## config.mk

```make
export PLATFORM = sky130hd
export DESIGN_NAME = sample_requantizer_error_feedback_core
export DESIGN_NICKNAME = d
export VERILOG_FILES = /design/src/rtl/core/srq_pkg.sv /design/src/rtl/core/sample_requantizer_error_feedback_core.sv /design/src/rtl/core/srq_shaper.sv
export SDC_FILE = /design/constraint.sdc
export NUM_CORES = 2
export LEC_CHECK = 0
export BUFFER_PORTS_ARGS = -buffer_cell sky130_fd_sc_hd__buf_4
export CELL_PAD_IN_SITES_DETAIL_PLACEMENT = 1
export CELL_PAD_IN_SITES_GLOBAL_PLACEMENT = 1
export CORE_MARGIN = 10
export CORE_UTILIZATION = 45
export CTS_CLUSTER_SIZE = 12
export DETAILED_ROUTE_END_ITERATION = 6
export PLACE_DENSITY = 0.79
export SLEW_MARGIN = 10
export SYNTH_ARGS = -nofsm -noshare
export SYNTH_HDL_FRONTEND = slang
export SYNTH_SLANG_ARGS = --single-unit
```

## constraint.sdc

```tcl
create_clock -name clk -period 8.98 [get_ports clk]
set_clock_uncertainty 0.2 [all_clocks]
set_input_delay 1.347 -clock clk [delete_from_list [all_inputs] [get_ports clk]]
set_output_delay 1.347 -clock clk [all_outputs]
set_load 0.1 [all_outputs]
```

## src/rtl/core/srq_pkg.sv

```systemverilog
// ----------------------------------------------------------------------------
// srq_pkg
// Shared types, register codes and helper functions of the sample
// requantizer with error feedback.
// ----------------------------------------------------------------------------
`timescale 1ns / 1ps
`default_nettype none

package srq_pkg;

    localparam int FRAC_BITS_DEF = 16;
    localparam int SAMPLE_W      = 32;
    localparam int CFG_DATA_W    = 32;
    localparam int CFG_IDX_W     = 2;
    localparam int CODE_W        = 16;
    localparam int INT_W         = 17;
    localparam int MODE_W        = 3;

    typedef logic [CFG_IDX_W-1:0] cfg_idx_t;

    localparam cfg_idx_t CFG_FORMAT = 2'd0;
    localparam cfg_idx_t CFG_OFFSET = 2'd1;
    localparam cfg_idx_t CFG_GAIN   = 2'd2;

    typedef logic [MODE_W-1:0] fmt_t;

    localparam fmt_t FMT_UINT8  = 3'd0;
    localparam fmt_t FMT_INT8   = 3'd1;
    localparam fmt_t FMT_UINT16 = 3'd2;
    localparam fmt_t FMT_INT16  = 3'd3;
    localparam fmt_t FMT_MULAW  = 3'd4;

    localparam fmt_t                   FMT_RESET    = FMT_INT16;
    localparam logic [CFG_DATA_W-1:0]  OFFSET_RESET = 32'd0;
    localparam logic [CFG_DATA_W-1:0]  GAIN_RESET   = 32'd65536;

    localparam logic signed [INT_W-1:0] BOUND_U8_HI  = 17'sd255;
    localparam logic signed [INT_W-1:0] BOUND_S8_LO  = -17'sd128;
    localparam logic signed [INT_W-1:0] BOUND_S8_HI  = 17'sd127;
    localparam logic signed [INT_W-1:0] BOUND_U16_HI = 17'sd65535;
    localparam logic signed [INT_W-1:0] BOUND_S16_LO = -17'sd32768;
    localparam logic signed [INT_W-1:0] BOUND_S16_HI = 17'sd32767;
    localparam logic signed [INT_W-1:0] BOUND_ZERO   = 17'sd0;

    localparam logic [14:0] MULAW_CLIP = 15'd32635;
    localparam logic [15:0] MULAW_BIAS = 16'd132;

    typedef struct packed {
        logic signed [INT_W-1:0] lo;
        logic signed [INT_W-1:0] hi;
        logic                    mulaw;
        logic                    narrow;
    } fmt_ctl_t;

    function automatic fmt_ctl_t fmt_decode(fmt_t mode);
        fmt_ctl_t c;
        c.mulaw  = (mode == FMT_MULAW);
        c.narrow = (mode == FMT_UINT8) || (mode == FMT_INT8);
        case (mode)
            FMT_UINT8:
            begin
                c.lo = BOUND_ZERO;
                c.hi = BOUND_U8_HI;
            end
            FMT_INT8:
            begin
                c.lo = BOUND_S8_LO;
                c.hi = BOUND_S8_HI;
            end
            FMT_UINT16:
            begin
                c.lo = BOUND_ZERO;
                c.hi = BOUND_U16_HI;
            end
            default:
            begin
                c.lo = BOUND_S16_LO;
                c.hi = BOUND_S16_HI;
            end
        endcase
        return c;
    endfunction

    // The magnitude must already be clipped to the mu-law limit.
    function automatic logic [7:0] mulaw_encode(logic sign, logic [14:0] mag);
        logic [15:0] m;
        logic [2:0]  seg;
        logic [3:0]  mant;
        m   = {1'b0, mag} + MULAW_BIAS;
        seg = 3'd0;
        for (int i = 0; i < 7; i++)
        begin
            if (m[i + 8])
            begin
                seg = 3'(i + 1);
            end
        end
        mant = 4'(m >> (4'(seg) + 4'd3));
        return ~{sign, seg, mant};
    endfunction

endpackage

`default_nettype wire

```

## src/rtl/core/sample_requantizer_error_feedback_core.sv

```systemverilog
// ----------------------------------------------------------------------------
// sample_requantizer_error_feedback_core
// Requantizes signed fixed-point samples to 8-bit, 16-bit or mu-law codes
// with first-order error feedback noise shaping on the 8- and 16-bit codes.
// ----------------------------------------------------------------------------
// Samples enter on the sample channel (sample_valid, sample_ready, sample_in)
// and each one gives exactly one result on the output channel (out_valid,
// out_ready, code_out, clipped). A transfer happens on a rising edge where
// valid and ready are both high.
// The configuration channel (cfg_valid, cfg_ready, cfg_index, cfg_data) is
// always ready and should only be written while no sample is in flight.
// The datapath is a five-stage pipeline: offset add, magnitude, multiply,
// clamp, and the residual feedback stage that feeds the output register.
// One sample per cycle is sustained while the receiver is ready; the
// residual loop in the last stage, whose register each sample updates,
// sets that rate.
// When the receiver stalls, each stage keeps moving until it meets a full
// stage, so input is still taken until the pipeline is full.
// Reset empties the pipeline, clears the residual and loads the default
// format (int16), offset zero and unity gain.
// ----------------------------------------------------------------------------
`timescale 1ns / 1ps
`default_nettype none

module sample_requantizer_error_feedback_core #(
    parameter int FRAC_BITS = srq_pkg::FRAC_BITS_DEF
) (
    input  wire logic                                 clk,
    input  wire logic                                 rst_n,
    input  wire logic                                 cfg_valid,
    output logic                                      cfg_ready,
    input  wire logic [srq_pkg::CFG_IDX_W-1:0]        cfg_index,
    input  wire logic [srq_pkg::CFG_DATA_W-1:0]       cfg_data,
    input  wire logic                                 sample_valid,
    output logic                                      sample_ready,
    input  wire logic signed [srq_pkg::SAMPLE_W-1:0]  sample_in,
    output logic                                      out_valid,
    input  wire logic                                 out_ready,
    output logic [srq_pkg::CODE_W-1:0]                code_out,
    output logic                                      clipped
);

    localparam int SUM_W  = srq_pkg::SAMPLE_W + 1;
    localparam int PROD_W = 64;
    localparam int Q_W    = PROD_W + 1 - FRAC_BITS;
    localparam int V_W    = Q_W + 1;
    localparam int XC_W   = srq_pkg::INT_W + FRAC_BITS;

    srq_pkg::fmt_t                    format_reg;
    logic [srq_pkg::CFG_DATA_W-1:0]   offset_reg;
    logic [srq_pkg::CFG_DATA_W-1:0]   gain_reg;
    srq_pkg::fmt_ctl_t                ctl;

    logic                             s0_valid_reg;
    logic signed [SUM_W-1:0]          s0_sum_reg;
    logic signed [SUM_W-1:0]          s0_sum_next;
    logic                             s1_valid_reg;
    logic                             s1_neg_reg;
    logic [SUM_W-1:0]                 s1_mag_reg;
    logic [SUM_W-1:0]                 s1_mag_next;
    logic                             s2_valid_reg;
    logic                             s2_neg_reg;
    logic [PROD_W-1:0]                s2_prod_reg;
    logic [PROD_W-1:0]                s2_prod_next;
    logic [PROD_W-1:0]                mul_lo;
    logic                             s3_valid_reg;
    logic signed [XC_W-1:0]           s3_xc_reg;
    logic signed [XC_W-1:0]           s3_xc_next;
    logic                             s3_clip_reg;
    logic                             s3_clip_next;
    logic                             out_valid_reg;
    logic                             clipped_reg;

    logic                             out_free;
    logic                             s3_free;
    logic                             s2_free;
    logic                             s1_free;
    logic                             s0_free;

    logic [PROD_W:0]                  prod_adj;
    logic [Q_W-1:0]                   q;
    logic signed [V_W-1:0]            v;
    logic signed [V_W-1:0]            lo_q;
    logic signed [V_W-1:0]            hi_q;
    logic signed [V_W-1:0]            xc_full;

    assign cfg_ready = 1'b1;
    assign ctl       = srq_pkg::fmt_decode(format_reg);

    always_ff @(posedge clk or negedge rst_n)
    begin
        if (!rst_n)
        begin
            format_reg <= srq_pkg::FMT_RESET;
            offset_reg <= srq_pkg::OFFSET_RESET;
            gain_reg   <= srq_pkg::GAIN_RESET;
        end
        else if (cfg_valid)
        begin
            unique case (cfg_index)
                srq_pkg::CFG_FORMAT: format_reg <= cfg_data[srq_pkg::MODE_W-1:0];
                srq_pkg::CFG_OFFSET: offset_reg <= cfg_data;
                srq_pkg::CFG_GAIN:   gain_reg   <= cfg_data;
                default:             ;
            endcase
        end
    end

    assign out_free     = !out_valid_reg || out_ready;
    assign s3_free      = !s3_valid_reg || out_free;
    assign s2_free      = !s2_valid_reg || s3_free;
    assign s1_free      = !s1_valid_reg || s2_free;
    assign s0_free      = !s0_valid_reg || s1_free;
    assign sample_ready = s0_free;

    always_ff @(posedge clk or negedge rst_n)
    begin
        if (!rst_n)
        begin
            s0_valid_reg  <= 1'b0;
            s1_valid_reg  <= 1'b0;
            s2_valid_reg  <= 1'b0;
            s3_valid_reg  <= 1'b0;
            out_valid_reg <= 1'b0;
        end
        else
        begin
            if (s0_free)
            begin
                s0_valid_reg <= sample_valid;
            end
            if (s1_free)
            begin
                s1_valid_reg <= s0_valid_reg;
            end
            if (s2_free)
            begin
                s2_valid_reg <= s1_valid_reg;
            end
            if (s3_free)
            begin
                s3_valid_reg <= s2_valid_reg;
            end
            if (out_free)
            begin
                out_valid_reg <= s3_valid_reg;
            end
        end
    end

    assign s0_sum_next = {sample_in[srq_pkg::SAMPLE_W-1], sample_in}
                       + $signed({offset_reg[srq_pkg::CFG_DATA_W-1], offset_reg});

    assign s1_mag_next = s0_sum_reg[SUM_W-1] ? SUM_W'(-s0_sum_reg) : SUM_W'(s0_sum_reg);

    assign mul_lo       = {32'd0, s1_mag_reg[SUM_W-2:0]} * {32'd0, gain_reg};
    // A magnitude of exactly 2^32 has no low bits, so the product is a shift.
    assign s2_prod_next = s1_mag_reg[SUM_W-1] ? {gain_reg, 32'd0} : mul_lo;

    assign prod_adj = {1'b0, s2_prod_reg}
                    + (s2_neg_reg ? {{(PROD_W+1-FRAC_BITS){1'b0}}, {FRAC_BITS{1'b1}}}
                                  : {(PROD_W+1){1'b0}});
    assign q        = prod_adj[PROD_W:FRAC_BITS];
    assign v        = s2_neg_reg ? -$signed({1'b0, q}) : $signed({1'b0, q});
    assign lo_q     = $signed({{(V_W-XC_W){ctl.lo[srq_pkg::INT_W-1]}}, ctl.lo,
                               {FRAC_BITS{1'b0}}});
    assign hi_q     = $signed({{(V_W-XC_W){ctl.hi[srq_pkg::INT_W-1]}}, ctl.hi,
                               {FRAC_BITS{1'b0}}});

    always_comb
    begin
        s3_clip_next = (v < lo_q) || (v > hi_q);
        if (v < lo_q)
        begin
            xc_full = lo_q;
        end
        else if (v > hi_q)
        begin
            xc_full = hi_q;
        end
        else
        begin
            xc_full = v;
        end
        s3_xc_next = xc_full[XC_W-1:0];
    end

    always_ff @(posedge clk)
    begin
        if (s0_free && sample_valid)
        begin
            s0_sum_reg <= s0_sum_next;
        end
        if (s1_free && s0_valid_reg)
        begin
            s1_neg_reg <= s0_sum_reg[SUM_W-1];
            s1_mag_reg <= s1_mag_next;
        end
        if (s2_free && s1_valid_reg)
        begin
            s2_neg_reg  <= s1_neg_reg;
            s2_prod_reg <= s2_prod_next;
        end
        if (s3_free && s2_valid_reg)
        begin
            s3_xc_reg   <= s3_xc_next;
            s3_clip_reg <= s3_clip_next;
        end
        if (out_free && s3_valid_reg)
        begin
            clipped_reg <= s3_clip_reg;
        end
    end

    srq_shaper #(
        .FRAC_BITS (FRAC_BITS)
    ) u_shaper (
        .clk   (clk),
        .rst_n (rst_n),
        .load  (out_free && s3_valid_reg),
        .xc    (s3_xc_reg),
        .ctl   (ctl),
        .code  (code_out)
    );

    assign out_valid = out_valid_reg;
    assign clipped   = clipped_reg;

endmodule

`default_nettype wire

```

## src/rtl/core/srq_shaper.sv

```systemverilog
// ----------------------------------------------------------------------------
// srq_shaper
// Output stage: adds the stored residual, rounds half up, saturates and
// keeps the new residual; in mu-law mode it rounds and encodes instead.
// ----------------------------------------------------------------------------
`timescale 1ns / 1ps
`default_nettype none

module srq_shaper #(
    parameter int FRAC_BITS = srq_pkg::FRAC_BITS_DEF
) (
    input  wire logic                                         clk,
    input  wire logic                                         rst_n,
    input  wire logic                                         load,
    input  wire logic signed [srq_pkg::INT_W+FRAC_BITS-1:0]   xc,
    input  wire srq_pkg::fmt_ctl_t                            ctl,
    output logic [srq_pkg::CODE_W-1:0]                        code
);

    localparam int XC_W  = srq_pkg::INT_W + FRAC_BITS;
    localparam int T_W   = XC_W + 1;
    localparam int C_W   = T_W - FRAC_BITS;
    localparam int RES_W = FRAC_BITS + 2;

    localparam logic [T_W-1:0] HALF =
        {{(T_W-FRAC_BITS){1'b0}}, 1'b1, {(FRAC_BITS-1){1'b0}}};

    logic signed [RES_W-1:0]          residual_reg;
    logic signed [RES_W-1:0]          residual_next;
    logic [srq_pkg::CODE_W-1:0]       code_reg;
    logic [srq_pkg::CODE_W-1:0]       code_next;

    logic signed [T_W-1:0]            t;
    logic signed [T_W-1:0]            tr;
    logic signed [C_W-1:0]            c_full;
    logic signed [C_W-1:0]            lo_c;
    logic signed [C_W-1:0]            hi_c;
    logic signed [C_W-1:0]            code_c;
    logic signed [T_W-1:0]            res_full;

    logic signed [T_W-1:0]            tm;
    logic signed [C_W-1:0]            cm;
    logic                             mu_sign;
    logic [C_W-1:0]                   cmag;
    logic [14:0]                      mu_mag;
    logic [7:0]                       mu_byte;

    assign t      = {xc[XC_W-1], xc}
                  + {{(T_W-RES_W){residual_reg[RES_W-1]}}, residual_reg};
    assign tr     = t + $signed(HALF);
    assign c_full = tr[T_W-1:FRAC_BITS];
    assign lo_c   = {ctl.lo[srq_pkg::INT_W-1], ctl.lo};
    assign hi_c   = {ctl.hi[srq_pkg::INT_W-1], ctl.hi};

    always_comb
    begin
        if (c_full < lo_c)
        begin
            code_c = lo_c;
        end
        else if (c_full > hi_c)
        begin
            code_c = hi_c;
        end
        else
        begin
            code_c = c_full;
        end
    end

    assign res_full      = t - {code_c, {FRAC_BITS{1'b0}}};
    assign residual_next = res_full[RES_W-1:0];

    assign tm      = {xc[XC_W-1], xc} + $signed(HALF);
    assign cm      = tm[T_W-1:FRAC_BITS];
    assign mu_sign = cm[C_W-1];
    assign cmag    = mu_sign ? C_W'(-cm) : C_W'(cm);
    assign mu_mag  = (cmag > C_W'(srq_pkg::MULAW_CLIP)) ? srq_pkg::MULAW_CLIP : cmag[14:0];
    assign mu_byte = srq_pkg::mulaw_encode(mu_sign, mu_mag);

    always_comb
    begin
        if (ctl.mulaw)
        begin
            code_next = {8'd0, mu_byte};
        end
        else if (ctl.narrow)
        begin
            code_next = {8'd0, code_c[7:0]};
        end
        else
        begin
            code_next = code_c[srq_pkg::CODE_W-1:0];
        end
    end

    always_ff @(posedge clk or negedge rst_n)
    begin
        if (!rst_n)
        begin
            residual_reg <= '0;
        end
        else if (load && !ctl.mulaw)
        begin
            residual_reg <= residual_next;
        end
    end

    always_ff @(posedge clk)
    begin
        if (load)
        begin
            code_reg <= code_next;
        end
    end

    assign code = code_reg;

endmodule

`default_nettype wire

```

==> impl_metrics.json <==
{
  "run_status": "finished clean",
  "hp-class": "register to register",
  "pin_count": 91,
  "area_growth_syn_to_layout_pct": 9.547,
  "slew_headroom": 0.2322,
  "cts.htree.levels": 2,
  "nets": 7269,
  "vias": 42280,
  "rsz0062_at_grt": "true",
  "crit_top_cell": "fa_1",
  "met3_usage": 0.03837,
  "dp_hpwl_um": 134500,
  "first_iter_violations": 2500,
  "dr.pass1.iters": 5,
  "setup_violations": 0,
  "hold_viol": 0,
  "most-common-layout-cells": "974 x inv_1, 888 x fa_1, 705 x nand2_1, 560 x and2_1, 394 x ha_1",
  "grt_max_degree": 66,
  "critPathKind": "register to register",
  "grt_usage": 0.2489,
  "cts_root_buf": "clkbuf_16",
  "met2_usage": 0.4373,
  "crit_slowest_cell": "fa_1",
  "drive_gt1_frac": 0.08896,
  "end_kind": "register",
  "cp_slowest_stage_delay_ns": 0.60,
  "async_flop_share": 0.3297,
  "crit_arrival_ns": 8.88,
  "vias_per_cell": 5.666,
  "clkTransAtPathRegs_ns": 0.06,
  "port_buffers": 89,
  "clock_sinks": 273,
  "grt-ovfl-total": 0,
  "wl_um": 167400,
  "synth_edf_count": 183,
  "period_share": 0.9794,
  "yosysWarningCount": 0,
  "remaining_drc_errors": 0,
  "start_util": 0.4532,
  "cts_buffer_depth": 3,
  "grt_pass1_wl_um": 263300,
  "grt_pass1_vias": 47560,
  "detail-route-antenna-nets": 0,
  "row_count": 126,
  "use_met1": 0.3097,
  "antenna_found_initial": 5,
  "synth_cell_types": 93,
  "preCtsSetupSlack_ns": -0.1670,
  "place.gp.congestion": 0.8964,
  "worstSkewPairLatency_ns": 0.59,
  "seq_area_frac_synth": 0.1449,
  "slew_violations": 0,
  "top_usage_layer": "met2",
  "cap_violations": 0,
  "tightest_slew_ns": 1.141,
  "synth_seq_cells": 273,
  "path_max_fanout": 11,
  "wl_per_cell_um": 22.43,
  "die_w_um": 364.8,
  "syn_area_per_cell_um2": 9.155,
  "final_common_cell": "inv_1",
  "crit_path_start_kind": "register",
  "dieArea_mm2": 0.1331,
  "dieHeight_um": 364.8,
  "dp_cells": 7367,
  "max_clock_freq_mhz": 113.7,
  "min_period_ns": 8.795,
  "finalWorstSetupSlack_ns": 0.1853,
  "core_area_mm2": 0.1181,
  "required_ns": 9.06,
  "yosys_most_used_dff": "edfxtp_1",
  "cts_made_buffers": 36,
  "cts_tree": "yes",
  "synth_cells": 5845,
  "largest_register_ffs": 64,
  "post-route-util": 0.4964,
  "final-instance-count-excl-fill": 7461,
  "syn_area_mm2": 0.05351,
  "synth_nets": 7218
}
Yosys cell counts, types with 21 or more instances:
cell | n | area share
a21o_1 | 93 | 0.013
nor3_1 | 66 | 0.0062
clkbuf_1 | 260 | 0.018
mux2_2 | 73 | 0.015
nand4_1 | 33 | 0.0039
dfrtp_1 | 87 | 0.041
nor2_1 | 196 | 0.014
o31ai_1 | 28 | 0.0039
ha_1 | 404 | 0.094
xnor2_1 | 192 | 0.031
and3_1 | 36 | 0.0042
and2_1 | 561 | 0.066
nor2b_1 | 33 | 0.0039
edfxtp_1 | 183 | 0.10
nand2_1 | 706 | 0.050
a211oi_1 | 35 | 0.0049
o21a_1 | 21 | 0.0029
nand3_1 | 77 | 0.0072
mux2i_1 | 24 | 0.0045
or3_1 | 31 | 0.0036
xor2_1 | 69 | 0.011
nand2b_1 | 49 | 0.0057
fa_1 | 898 | 0.34
o211ai_1 | 21 | 0.0029
a31oi_1 | 34 | 0.0040
inv_1 | 977 | 0.069
a21oi_1 | 157 | 0.015
o21ai_0 | 168 | 0.016
critical path: cells and delay by family, from the launching register on:
family | cells | cell delay, ns
flip-flops | 1 | 0.42
buffers and inverters | 5 | 0.65
AND/OR/NAND/NOR | 4 | 0.81
adder cells (fa/ha/maj) | 9 | 4.56
XOR/XNOR | 1 | 0.14
AO/OA/AOI/OAI | 8 | 1.73
final timing paths:
check	from	to	slack (ns)	depth (start not counted)
setup / recovery	s1_mag_reg[7]	s2_prod_reg[61]	0.19	27
hold / removal	s3_clip_reg	clipped	0.27	0
setup reg to reg	s1_mag_reg[7]	s2_prod_reg[61]	0.19	27
hold reg to reg	s3_clip_reg	clipped	0.27	0
max in group asynchronous	rst_n	u_shaper.residual_reg[9]	6.70	2
min in group asynchronous	rst_n	gain_reg[15]	0.62	1
layout make-up:
| cell class | instances | area (um2) |
|---|---|---|
| flip-flops and latches | 273 | 7765 |
| repair buffers | 295 | 2823 |
| fillers | 13440 | 59460 |
| well taps | 1536 | 1922 |
| inverters | 977 | 3667 |
| clock buffers | 46 | 989.7 |
| clock inverters | 20 | 201.4 |
| multi-input cells | 4313 | 41250 |
| diodes | 1 | 2.502 |
layer usage:
| layer | share of wire | wire length, um | vias to the layer above |
|---|---|---|---|
| met2 | 0.49 | 82420 | 1257 |
| met3 | 0.061 | 10280 | 351 |
| met1 | 0.40 | 67730 | 21930 |
| met5 | 0.000078 | 13 | - |
| met4 | 0.041 | 6921 | 2 |
| li1 | - | - | 18740 |
cell families after synthesis:
logic type | count (synthesis) | synth area share
AO/OA/AOI/OAI | 739 | 0.09201
XOR/XNOR | 261 | 0.04272
adder cells (fa/ha/maj) | 1302 | 0.4304
buffers and inverters | 1259 | 0.08894
flip-flops | 273 | 0.1449
multiplexers | 97 | 0.01985
other | 1 | 0.00007008
AND/OR/NAND/NOR | 1913 | 0.1811
metrics by stage:
step / hold slack [ns] / setup TNS, ns / instance area (um2)
global route: 0.2960 / -0.2093 / 58620
detailed placement: 0.2558 / -0.3193 / 56840
floorplan: 0.2003 / 0 / 53510
global placement: 0.2539 / 0 / 56840
finish: 0.2709 / 0 / 58620
CTS: 0.2632 / 0 / 58050
repair_timing:
| item | 4_1_cts | 5_1_grt |
|---|---|---|
| hold buffers | 0 | 0 |
| setup endpoints to repair | 7 | 15 |
| gates resized for setup | 5 | 70 |
| pin swaps | 1 | 27 |
| setup buffers | 0 | 24 |
| gates cloned | 0 | 3 |
Power is not shown: default switching activity piles up to over one toggle a cycle in this logic, so the estimate is an artifact.
